$ cat config.mk
export PLATFORM = sky130hd
export DESIGN_NAME = software_timer_table
export DESIGN_NICKNAME = d
export VERILOG_FILES = /design/src/hw/rtl/stt_pkg.sv /design/src/hw/rtl/stt_ctrl.sv /design/src/hw/rtl/stt_dp.sv /design/src/hw/rtl/software_timer_table.sv
export SDC_FILE = /design/constraint.sdc
export NUM_CORES = 2
export LEC_CHECK = 0
export ABC_AREA = 1
export BUFFER_PORTS_ARGS = -buffer_cell sky130_fd_sc_hd__buf_2
export CAP_MARGIN = 20
export CORE_MARGIN = 1
export CORE_UTILIZATION = 40
export CTS_CLUSTER_DIAMETER = 100
export DETAILED_ROUTE_END_ITERATION = 10
export PLACE_DENSITY = 0.51
export SLEW_MARGIN = 20
export SYNTH_ARGS = -nofsm -noshare
export SYNTH_HDL_FRONTEND = slang
export SYNTH_SLANG_ARGS = --single-unit
$ cat constraint.sdc
create_clock -name clk -period 36.1 [get_ports clk]
set_input_delay 7.22 -clock clk [delete_from_list [all_inputs] [get_ports clk]]
set_output_delay 7.22 -clock clk [all_outputs]
set_load 0.01 [all_outputs]
$ cat src/hw/rtl/stt_pkg.sv
package stt_pkg;

  localparam int SLOTS_DEF = 16;
  localparam int SLOT_W    = 4;
  localparam int OWNER_W   = 6;
  localparam int HND_W     = 16;
  localparam int IVAL_W    = 31;

  localparam logic [1:0] CMD_ADD  = 2'd0;
  localparam logic [1:0] CMD_RM   = 2'd1;
  localparam logic [1:0] CMD_SCAN = 2'd2;

  localparam logic [1:0] KIND_ADD  = 2'd0;
  localparam logic [1:0] KIND_RM   = 2'd1;
  localparam logic [1:0] KIND_FIRE = 2'd2;
  localparam logic [1:0] KIND_DONE = 2'd3;

  localparam logic [OWNER_W-1:0] OWNER_ANY  = 6'd32;
  localparam logic [31:0]        DELAY_NONE = 32'hFFFF_FFFF;

  typedef struct packed {
    logic load;
    logic walk;
    logic scan;
    logic fin;
    logic done;
  } ctl_cmd_t;

  typedef struct packed {
    logic [1:0] cmd;
    logic       at_last;
    logic       scan_hold;
    logic       out_free;
  } ctl_sts_t;

endpackage

$ cat src/hw/rtl/stt_ctrl.sv
module stt_ctrl
  import stt_pkg::*;
(
  input  logic     clk,
  input  logic     rst_n,
  input  logic     in_valid,
  output logic     in_ready,
  input  ctl_sts_t sts,
  output ctl_cmd_t cmd
);

  localparam logic [2:0] ST_IDLE = 3'd0;
  localparam logic [2:0] ST_WALK = 3'd1;
  localparam logic [2:0] ST_FIN  = 3'd2;
  localparam logic [2:0] ST_SCAN = 3'd3;
  localparam logic [2:0] ST_DONE = 3'd4;

  logic [2:0] state_r, state_nxt;

  always_ff @(posedge clk) begin
    if (!rst_n) state_r <= ST_IDLE;
    else        state_r <= state_nxt;
  end

  assign in_ready = (state_r == ST_IDLE);

  always_comb begin
    state_nxt = state_r;
    cmd       = '0;
    case (state_r)
      ST_IDLE: begin
        if (in_valid) begin
          cmd.load = 1'b1;
          case (sts.cmd)
            CMD_ADD, CMD_RM: state_nxt = ST_WALK;
            CMD_SCAN:        state_nxt = ST_SCAN;
            default:         state_nxt = ST_IDLE;
          endcase
        end
      end
      ST_WALK: begin
        cmd.walk = 1'b1;
        if (sts.at_last) state_nxt = ST_FIN;
      end
      ST_FIN: begin
        if (sts.out_free) begin
          cmd.fin   = 1'b1;
          state_nxt = ST_IDLE;
        end
      end
      ST_SCAN: begin
        if (!sts.scan_hold) begin
          cmd.scan = 1'b1;
          if (sts.at_last) state_nxt = ST_DONE;
        end
      end
      ST_DONE: begin
        if (sts.out_free) begin
          cmd.done  = 1'b1;
          state_nxt = ST_IDLE;
        end
      end
      default: state_nxt = ST_IDLE;
    endcase
  end

endmodule

$ cat src/hw/rtl/stt_dp.sv
module stt_dp
  import stt_pkg::*;
#(
  parameter int SLOTS = SLOTS_DEF
) (
  input  logic                clk,
  input  logic                rst_n,
  input  logic                cfg_we,
  input  logic                cfg_wdata,
  input  logic [1:0]          in_cmd,
  input  logic [HND_W-1:0]    in_handler_key,
  input  logic [IVAL_W-1:0]   in_interval_ms,
  input  logic signed [31:0]  in_delay_ms,
  input  logic                in_one_shot,
  input  logic [OWNER_W-1:0]  in_owner_id,
  input  logic [31:0]         in_payload,
  input  logic [31:0]         in_now_ms,
  input  logic [31:0]         in_alive_mask,
  input  ctl_cmd_t            cmd,
  output ctl_sts_t            sts,
  output logic                out_valid,
  input  logic                out_ready,
  output logic [1:0]          out_kind,
  output logic                out_status,
  output logic [OWNER_W-1:0]  out_receiver,
  output logic [HND_W-1:0]    out_handler_out,
  output logic [31:0]         out_payload_out,
  output logic [SLOT_W-1:0]   out_slot,
  output logic                out_last
);

  localparam int IW = (SLOTS > 1) ? $clog2(SLOTS) : 1;
  localparam logic [IW-1:0] LAST_IDX = IW'(SLOTS - 1);

  // slot table storage
  logic [HND_W-1:0]   mem_hnd [SLOTS];
  logic [IVAL_W-1:0]  mem_ival[SLOTS];
  logic [31:0]        mem_tick[SLOTS];
  logic               mem_once[SLOTS];
  logic [OWNER_W-1:0] mem_own [SLOTS];
  logic [31:0]        mem_pay [SLOTS];

  logic [SLOTS-1:0]   valid_r, valid_nxt;
  logic               enabled_r;

  logic [1:0]         cmd_r;
  logic [HND_W-1:0]   key_r;
  logic [IVAL_W-1:0]  ival_r;
  logic [31:0]        delay_r;
  logic               once_r;
  logic [OWNER_W-1:0] own_r;
  logic [31:0]        pay_r;
  logic [31:0]        now_r;
  logic [31:0]        alive_r;

  logic [IW-1:0]      idx_r, idx_nxt, rd_addr;
  logic [HND_W-1:0]   rd_hnd_r;
  logic [IVAL_W-1:0]  rd_ival_r;
  logic [31:0]        rd_tick_r;
  logic               rd_once_r;
  logic [OWNER_W-1:0] rd_own_r;
  logic [31:0]        rd_pay_r;

  logic               hit_found_r, hit_found_nxt, free_found_r, free_found_nxt;
  logic [IW-1:0]      hit_r, hit_nxt, free_r, free_nxt;

  logic               out_valid_r, out_valid_nxt;
  logic [1:0]         kind_r, kind_nxt;
  logic               status_r, status_nxt;
  logic [OWNER_W-1:0] recv_r, recv_nxt;
  logic [HND_W-1:0]   hnd_r, hnd_nxt;
  logic [31:0]        pay_out_r, pay_out_nxt;
  logic [IW-1:0]      slot_r, slot_nxt;
  logic               last_r, last_nxt;

  logic               cur_valid, alive_bit, drop, fire, out_free, bad, add_ok;
  logic [31:0]        tick_end;
  logic [IW-1:0]      add_target;

  logic               we_all, we_tick;
  logic [IW-1:0]      waddr;
  logic [31:0]        wtick;

  logic [SLOT_W+IW-1:0] slot_ext;

  assign cur_valid = valid_r[idx_r];
  assign alive_bit = (rd_own_r < OWNER_ANY) && alive_r[rd_own_r[4:0]];
  assign drop      = !alive_bit && (rd_own_r != OWNER_ANY);
  assign tick_end  = rd_tick_r + {1'b0, rd_ival_r};
  assign fire      = (now_r < rd_tick_r) || (now_r > tick_end);
  assign out_free  = !out_valid_r || out_ready;
  assign bad       = !enabled_r || (key_r == '0);
  assign add_ok    = !bad && (hit_found_r || free_found_r);
  assign add_target = hit_found_r ? hit_r : free_r;

  assign sts.cmd       = in_cmd;
  assign sts.at_last   = (idx_r == LAST_IDX);
  assign sts.scan_hold = cur_valid && !drop && fire && !out_free;
  assign sts.out_free  = out_free;

  always_comb begin
    rd_addr = idx_r;
    idx_nxt = idx_r;
    if (cmd.load) begin
      rd_addr = '0;
      idx_nxt = '0;
    end else if ((cmd.walk || cmd.scan) && (idx_r != LAST_IDX)) begin
      rd_addr = idx_r + 1'b1;
      idx_nxt = idx_r + 1'b1;
    end
  end

  always_comb begin
    hit_found_nxt  = hit_found_r;
    hit_nxt        = hit_r;
    free_found_nxt = free_found_r;
    free_nxt       = free_r;
    valid_nxt      = valid_r;
    we_all         = 1'b0;
    we_tick        = 1'b0;
    waddr          = idx_r;
    wtick          = now_r;
    out_valid_nxt  = out_valid_r && !out_ready;
    kind_nxt       = kind_r;
    status_nxt     = status_r;
    recv_nxt       = recv_r;
    hnd_nxt        = hnd_r;
    pay_out_nxt    = pay_out_r;
    slot_nxt       = slot_r;
    last_nxt       = last_r;

    if (cmd.load) begin
      hit_found_nxt  = 1'b0;
      free_found_nxt = 1'b0;
    end

    if (cmd.walk) begin
      if (cur_valid && (rd_hnd_r == key_r) && !hit_found_r) begin
        hit_found_nxt = 1'b1;
        hit_nxt       = idx_r;
      end
      if (!cur_valid && !free_found_r) begin
        free_found_nxt = 1'b1;
        free_nxt       = idx_r;
      end
    end

    if (cmd.fin) begin
      out_valid_nxt = 1'b1;
      kind_nxt      = (cmd_r == CMD_ADD) ? KIND_ADD : KIND_RM;
      recv_nxt      = '0;
      hnd_nxt       = '0;
      pay_out_nxt   = '0;
      last_nxt      = 1'b1;
      if (cmd_r == CMD_ADD) begin
        status_nxt = !add_ok;
        slot_nxt   = add_ok ? add_target : '0;
        if (add_ok) begin
          we_all              = 1'b1;
          waddr               = add_target;
          wtick               = (delay_r == DELAY_NONE) ? 32'd0 : now_r + delay_r;
          valid_nxt[add_target] = 1'b1;
        end
      end else begin
        status_nxt = bad;
        slot_nxt   = (!bad && hit_found_r) ? hit_r : '0;
        if (!bad && hit_found_r) valid_nxt[hit_r] = 1'b0;
      end
    end

    if (cmd.scan && cur_valid) begin
      if (drop) begin
        valid_nxt[idx_r] = 1'b0;
      end else if (fire) begin
        out_valid_nxt = 1'b1;
        kind_nxt      = KIND_FIRE;
        status_nxt    = 1'b0;
        recv_nxt      = rd_own_r;
        hnd_nxt       = rd_hnd_r;
        pay_out_nxt   = rd_pay_r;
        slot_nxt      = idx_r;
        last_nxt      = 1'b0;
        if (rd_once_r) valid_nxt[idx_r] = 1'b0;
        else           we_tick          = 1'b1;
      end
    end

    if (cmd.done) begin
      out_valid_nxt = 1'b1;
      kind_nxt      = KIND_DONE;
      status_nxt    = 1'b0;
      recv_nxt      = '0;
      hnd_nxt       = '0;
      pay_out_nxt   = '0;
      slot_nxt      = '0;
      last_nxt      = 1'b1;
    end
  end

  always_ff @(posedge clk) begin
    if (!rst_n) begin
      valid_r      <= '0;
      enabled_r    <= 1'b0;
      out_valid_r  <= 1'b0;
      idx_r        <= '0;
      hit_found_r  <= 1'b0;
      free_found_r <= 1'b0;
    end else begin
      valid_r      <= valid_nxt;
      if (cfg_we) enabled_r <= cfg_wdata;
      out_valid_r  <= out_valid_nxt;
      idx_r        <= idx_nxt;
      hit_found_r  <= hit_found_nxt;
      free_found_r <= free_found_nxt;
    end
  end

  always_ff @(posedge clk) begin
    if (cmd.load) begin
      cmd_r   <= in_cmd;
      key_r   <= in_handler_key;
      ival_r  <= in_interval_ms;
      delay_r <= in_delay_ms;
      once_r  <= in_one_shot;
      own_r   <= in_owner_id;
      pay_r   <= in_payload;
      now_r   <= in_now_ms;
      alive_r <= in_alive_mask;
    end
    hit_r     <= hit_nxt;
    free_r    <= free_nxt;
    kind_r    <= kind_nxt;
    status_r  <= status_nxt;
    recv_r    <= recv_nxt;
    hnd_r     <= hnd_nxt;
    pay_out_r <= pay_out_nxt;
    slot_r    <= slot_nxt;
    last_r    <= last_nxt;
  end

  // table write port and registered read port
  always_ff @(posedge clk) begin
    if (we_all) begin
      mem_hnd[waddr]  <= key_r;
      mem_ival[waddr] <= ival_r;
      mem_once[waddr] <= once_r;
      mem_own[waddr]  <= own_r;
      mem_pay[waddr]  <= pay_r;
    end
    if (we_all || we_tick) mem_tick[waddr] <= wtick;
    rd_hnd_r  <= mem_hnd[rd_addr];
    rd_ival_r <= mem_ival[rd_addr];
    rd_tick_r <= mem_tick[rd_addr];
    rd_once_r <= mem_once[rd_addr];
    rd_own_r  <= mem_own[rd_addr];
    rd_pay_r  <= mem_pay[rd_addr];
  end

  assign slot_ext        = {{SLOT_W{1'b0}}, slot_r};
  assign out_valid       = out_valid_r;
  assign out_kind        = kind_r;
  assign out_status      = status_r;
  assign out_receiver    = recv_r;
  assign out_handler_out = hnd_r;
  assign out_payload_out = pay_out_r;
  assign out_slot        = slot_ext[SLOT_W-1:0];
  assign out_last        = last_r;

endmodule

$ cat src/hw/rtl/software_timer_table.sv
// channel   direction  handshake             payload
// in_       input      in_valid / in_ready   cmd, key, interval, delay, flags, times, mask
// out_      output     out_valid / out_ready kind, status, receiver, handler, payload, slot
// cfg_      input      cfg_we                enabled
//
// add and remove walk the table one slot per cycle, then the status result
// waits for the output register to empty
// scan visits one slot per cycle, except while a firing slot waits on out_ready
// the walk rate is set by the single registered read port of the slot table
// rst_n is synchronous; it clears slot valid bits, enabled and the controller
// a new transaction is taken while the last result still waits in the output register
module software_timer_table
  import stt_pkg::*;
#(
  parameter int SLOTS = SLOTS_DEF
) (
  input  logic                clk,
  input  logic                rst_n,
  input  logic                cfg_we,
  input  logic                cfg_wdata,
  input  logic                in_valid,
  output logic                in_ready,
  input  logic [1:0]          in_cmd,
  input  logic [HND_W-1:0]    in_handler_key,
  input  logic [IVAL_W-1:0]   in_interval_ms,
  input  logic signed [31:0]  in_delay_ms,
  input  logic                in_one_shot,
  input  logic [OWNER_W-1:0]  in_owner_id,
  input  logic [31:0]         in_payload,
  input  logic [31:0]         in_now_ms,
  input  logic [31:0]         in_alive_mask,
  output logic                out_valid,
  input  logic                out_ready,
  output logic [1:0]          out_kind,
  output logic                out_status,
  output logic [OWNER_W-1:0]  out_receiver,
  output logic [HND_W-1:0]    out_handler_out,
  output logic [31:0]         out_payload_out,
  output logic [SLOT_W-1:0]   out_slot,
  output logic                out_last
);

  ctl_cmd_t cmd;
  ctl_sts_t sts;

  stt_ctrl u_ctrl (
    .clk      (clk),
    .rst_n    (rst_n),
    .in_valid (in_valid),
    .in_ready (in_ready),
    .sts      (sts),
    .cmd      (cmd)
  );

  stt_dp #(.SLOTS(SLOTS)) u_dp (
    .clk             (clk),
    .rst_n           (rst_n),
    .cfg_we          (cfg_we),
    .cfg_wdata       (cfg_wdata),
    .in_cmd          (in_cmd),
    .in_handler_key  (in_handler_key),
    .in_interval_ms  (in_interval_ms),
    .in_delay_ms     (in_delay_ms),
    .in_one_shot     (in_one_shot),
    .in_owner_id     (in_owner_id),
    .in_payload      (in_payload),
    .in_now_ms       (in_now_ms),
    .in_alive_mask   (in_alive_mask),
    .cmd             (cmd),
    .sts             (sts),
    .out_valid       (out_valid),
    .out_ready       (out_ready),
    .out_kind        (out_kind),
    .out_status      (out_status),
    .out_receiver    (out_receiver),
    .out_handler_out (out_handler_out),
    .out_payload_out (out_payload_out),
    .out_slot        (out_slot),
    .out_last        (out_last)
  );

endmodule
==> results by stage <==
Logic synthesis:
- The Yosys warning count is 0.
- The count of cell types in the netlist is between 40 and 50.
- Of the post-synthesis cell area, the dominant cell type holds around three fifths.
- Of the total synthesized cell area, the portion taken by full adders, half adders and majority gates is 1.61%.
- Of the total synthesized cell area, the portion taken by XOR and XNOR cells is 0.419%.
- The fraction of the yosys area taken by sequential cells is between 60 and 70%.
- The compound-gate portion of the synthesized area is roughly 2.3%.
- The cell accounting for the most synthesized area is sky130_fd_sc_hd__edfxtp_1.
- The combinational family with the most area after synthesis is simple AND/OR/NAND/NOR gates.
- In the synthesized netlist, the cells that appear most often are sky130_fd_sc_hd__edfxtp_1, sky130_fd_sc_hd__inv_1, sky130_fd_sc_hd__nand3_1, sky130_fd_sc_hd__nand2_1, sky130_fd_sc_hd__nand4_1.
- The count of flip-flops with a built-in enable after synthesis is about 2100.
- When the netlist entered floorplanning its net count stood at ~10000.
- The most common cell in the synthesized netlist is sky130_fd_sc_hd__edfxtp_1.
- The prevailing post-synth register cell is sky130_fd_sc_hd__edfxtp_1.
- The synthesized instance count is ~10000.
- The share of synthesized flip-flops with an asynchronous set or reset is 0%.
- By area the synthesized netlist is led by sky130_fd_sc_hd__edfxtp_1, sky130_fd_sc_hd__nand3_1, sky130_fd_sc_hd__inv_1.
- Synthesis inferred around 2300 register bits.
- Of the total synthesized cell area, the portion taken by AND, OR, NAND and NOR gates is roughly a fifth.
- The proportion of synthesized area in mux cells is 0%.
- Dividing the synthesized area by the synthesized cell count gives about 10 µm².
- Summing every instance area after synthesis gives a little over 100000 µm².

Timing:
- The setup total negative slack is 0 ns.
- After layout, the minimum clock period comes to approximately 12 ns.
- At the pin with the least slew margin, the transition time is about 1.2 ns.
- Setup repair after global routing left no endpoint under its margin.
- The max-slew violation count came to 0.
- The worst pin sits at a relative slew slack of between 20 and 25%.
- The worst clock skew is roughly 0.081 ns.
- The final-report setup violation count is 0.
- The number of failing hold endpoints at the final stage is 0.
- The fmax is between 80 and 90 MHz.
- The share of the clock period used by the worst path is about a third.

Setup path:
- The critical path data arrival time is between 10 and 15 ns.
- The timing startpoint of the critical path is out_ready.
- The required time of the critical path is about 37 ns.
- The worst setup path is captured at a flip-flop.
- Traced cell by cell, the critical path runs through buf_2 > nor2_1 > inv_1 > nor2_1 > nand3_2 > nand2_1 > nand2_2 > nand3_4 > buf_12 > buf_4 > buf_12 > buf_4 > nand4_1 > nand3_1 > nand3_1 > nand3_1 > nand2_1.
- The kind of critical path is in2reg.
- For this design, the slowest cell found on the critical path is sky130_fd_sc_hd__buf_4.
- The maximum fanout count along the critical path is around 160.
- The critical path's most frequent cell is sky130_fd_sc_hd__nand3_1.
- The launch point of the worst reg-to-reg path is u_dp.rd_ival_r[0]$_DFF_P_.
- The kind of launch point of the worst setup path is a primary input.
- For this run, the slowest stage of the critical path takes about 0.88 ns.

Clock tree:
- The H-tree generated during clock tree synthesis spans 5 levels.
- The clock net in this run drives a total of between 2000 and 2500 sinks.
- The number of hold-repair buffers added at the cts stage is 0.
- The CTS clock-pin slew for the worst setup and hold paths is around 0.060 ns.
- The number of gates resized after CTS was 0.
- Buffers added to address setup during post-CTS repair amount to 0.
- The CTS tree is done.
- Counting the buffers created by CTS gives between 200 and 300.
- The number of buffers between clock root and the deepest sink is 4.
- The buffer cell driving the clock tree root is sky130_fd_sc_hd__clkbuf_16.
- The clock insertion delay at the later pin of the skew report is between 0.9 and 1 ns.

Drt:
- In the final routed layout, each cell accounts on average for ~24 µm.
- Wires add up to ~320000 µm.
- In this run the remaining antenna-violating nets after routing total 0.
- After detailed routing, the number of vias per cell comes to between 5 and 6.
- The via count of the routed design is between 70000 and 80000.
- For this block, the initial DRC count from the detailed router was between 7000 and 8000.
- The number of remaining DRC errors is 0.
- The first-pass iteration count of the detailed router is 6.

Cells and area:
- The fraction of final layout cells sized beyond drive strength 1 is 8.25%.
- For this run, the post-layout net count is 10200.
- Compared with the post-synthesis result, the final layout area differs by 12.4%.
- The share of the core filled with cells is 45.3%.

Global routing:
- The global-route wire length before repair is between 400000 and 500000 µm.
- For this run, the total global-route usage over all layers was measured as 24.1%.
- Entering global routing, the biggest net connects 194 pins.
- The via count of the first global-routing pass is 69900.
- The initial antenna violation count is 17.
- The leftover overflow at the end of global routing is 0.

Floorplan:
- The floorplan has 185 rows.
- The floorplan step defined a die boundary enclosing about 260000 µm².
- The area of the placeable core is about 250000 µm².
- The starting density of the core is 40.3%.
- The chip width is between 500 and 600 µm.
- Pin placement for this block handled ~250 I/O pins.
- The height of the chip is 508 µm.

Placement:
- The global placement routability congestion is ~0.88.
- The total half-perimeter wirelength after legalization and detailed placement is 173000 µm.
- The number of I/O port buffers is ~250.

Pwr:
- The worst ir drop on vdd is 0.000103 V.
- The static power due to leakage is 48.1 nW.
- In this run the power density over the cells is roughly 84 nW/µm².

Flow run:
- The tool flagged a number of max-cap violations equal to 0.

Status:
- The flow ran to the end, and the final reports show no timing, DRC or antenna violations.

Min path:
- In this run the worst hold path is classified as reg2reg.
- The startpoint of the lowest-slack hold path is u_dp.rd_pay_r[14]$_DFF_P_.
[per-layer routing]
metal | vias to the layer above | part of all wire (%) | GRT usage [%]
li1 | 33700 | - | -
met1 | 36200 | 44 | 33.8
met2 | 2645 | 47 | 39.2
met3 | 498 | 6.2 | 3.10
met4 | 4 | 2.7 | 7.07
met5 | - | 0.0095 | 0
[final timing paths]
kind | slack [ns] | endpoint | depth (start not counted)
max | 24.42 | u_dp.rd_pay_r[29]$_DFF_P_ | 17
min | 0.44 | u_dp.out_payload_out[14]$_SDFF_PP0_ | 1
max reg2reg | 25.70 | u_dp.rd_own_r[2]$_DFF_P_ | 35
min reg2reg | 0.44 | u_dp.out_payload_out[14]$_SDFF_PP0_ | 1
[layout by cell type, fill, tap and decap left out, types with 6 or more instances in the layout]
cell type	instances
sky130_fd_sc_hd__buf_4	143
sky130_fd_sc_hd__a21oi_1	136
sky130_fd_sc_hd__nand3_1	1699
sky130_fd_sc_hd__clkbuf_16	283
sky130_fd_sc_hd__nor2_4	33
sky130_fd_sc_hd__clkinv_1	27
sky130_fd_sc_hd__dfxtp_1	207
sky130_fd_sc_hd__buf_2	253
sky130_fd_sc_hd__nor2_1	154
sky130_fd_sc_hd__o31ai_1	7
sky130_fd_sc_hd__a21boi_0	6
sky130_fd_sc_hd__clkinv_2	34
sky130_fd_sc_hd__nand2_1	1366
sky130_fd_sc_hd__clkbuf_1	80
sky130_fd_sc_hd__buf_12	9
sky130_fd_sc_hd__a31oi_1	20
sky130_fd_sc_hd__a211oi_1	8
sky130_fd_sc_hd__o21ai_0	101
sky130_fd_sc_hd__xor2_1	23
sky130_fd_sc_hd__xnor2_1	26
sky130_fd_sc_hd__bufinv_16	13
sky130_fd_sc_hd__o21a_1	8
sky130_fd_sc_hd__a32o_1	40
sky130_fd_sc_hd__clkbuf_8	19
sky130_fd_sc_hd__ha_1	129
sky130_fd_sc_hd__nor3_1	25
sky130_fd_sc_hd__nand4_1	965
sky130_fd_sc_hd__inv_1	2062
sky130_fd_sc_hd__o21ai_1	20
sky130_fd_sc_hd__edfxtp_1	2080
sky130_fd_sc_hd__nor4_1	13
sky130_fd_sc_hd__o211ai_1	6
[flip-flops by register name, summed over array words and instances, names as in the netlist, 6 cells and up]
| signal | cells |
|---|---|
| u_dp.mem_hnd | 256 |
| u_dp.rd_ival_r | 31 |
| u_dp.own_r | 6 |
| u_dp.rd_pay_r | 32 |
| u_dp.delay_r | 32 |
| u_dp.now_r | 32 |
| u_dp.rd_hnd_r | 16 |
| u_dp.key_r | 16 |
| u_dp.mem_pay | 512 |
| u_dp.pay_r | 32 |
| u_dp.mem_ival | 496 |
| u_dp.mem_once | 16 |
| u_dp.mem_tick | 512 |
| u_dp.rd_own_r | 6 |
| u_dp.alive_r | 32 |
| u_dp.out_handler_out | 16 |
| u_dp.mem_own | 96 |
| u_dp.valid_r | 16 |
| u_dp.out_receiver | 6 |
| u_dp.out_payload_out | 32 |
| u_dp.ival_r | 31 |
| u_dp.rd_tick_r | 32 |
[kinds of logic after synthesis]
kind of cell,after synthesis
AO/OA/AOI/OAI,383
XOR/XNOR,49
adder cells (fa/ha/maj),131
buffers and inverters,2713
flip-flops,2287
AND/OR/NAND/NOR,4278
[through the flow]
stage	hold WS, ns	instances	setup slack (ns)	power, mW	cell area [µm²]
after floorplan	0.416	9841	18.93	5.92	102000
after global placement	0.426	13000	23.61	7.02	107000
after detailed placement	0.424	13000	23.60	7.06	107000
after CTS	0.444	13400	24.58	9.71	115000
after global routing	0.454	13400	24.17	10.2	115000
final	0.441	13400	24.42	9.66	115000
[worst max-delay path, delay by kind of cell]
kind	cells	cell delay (ns)
AND/OR/NAND/NOR	11	1.54
buffers and inverters	6	3.15
[cell type report]
type	count	area (µm²)
fill	23600	139000
sequential	2287	66600
multi-input combinational	4841	25500
inverter	2073	7820
clock buffer	382	7640
tap	3366	4210
timing repair buffer	406	2550
clock inverter	86	806
antenna	2	5.00
[where the power goes]
part           internal [mW]  switching, mW  total [mW]
Sequential              3.20          0.306        3.51
Clock                   1.57           1.07        2.64
Combinational           1.01           2.50        3.51
(Power assumes the default switching activity.)
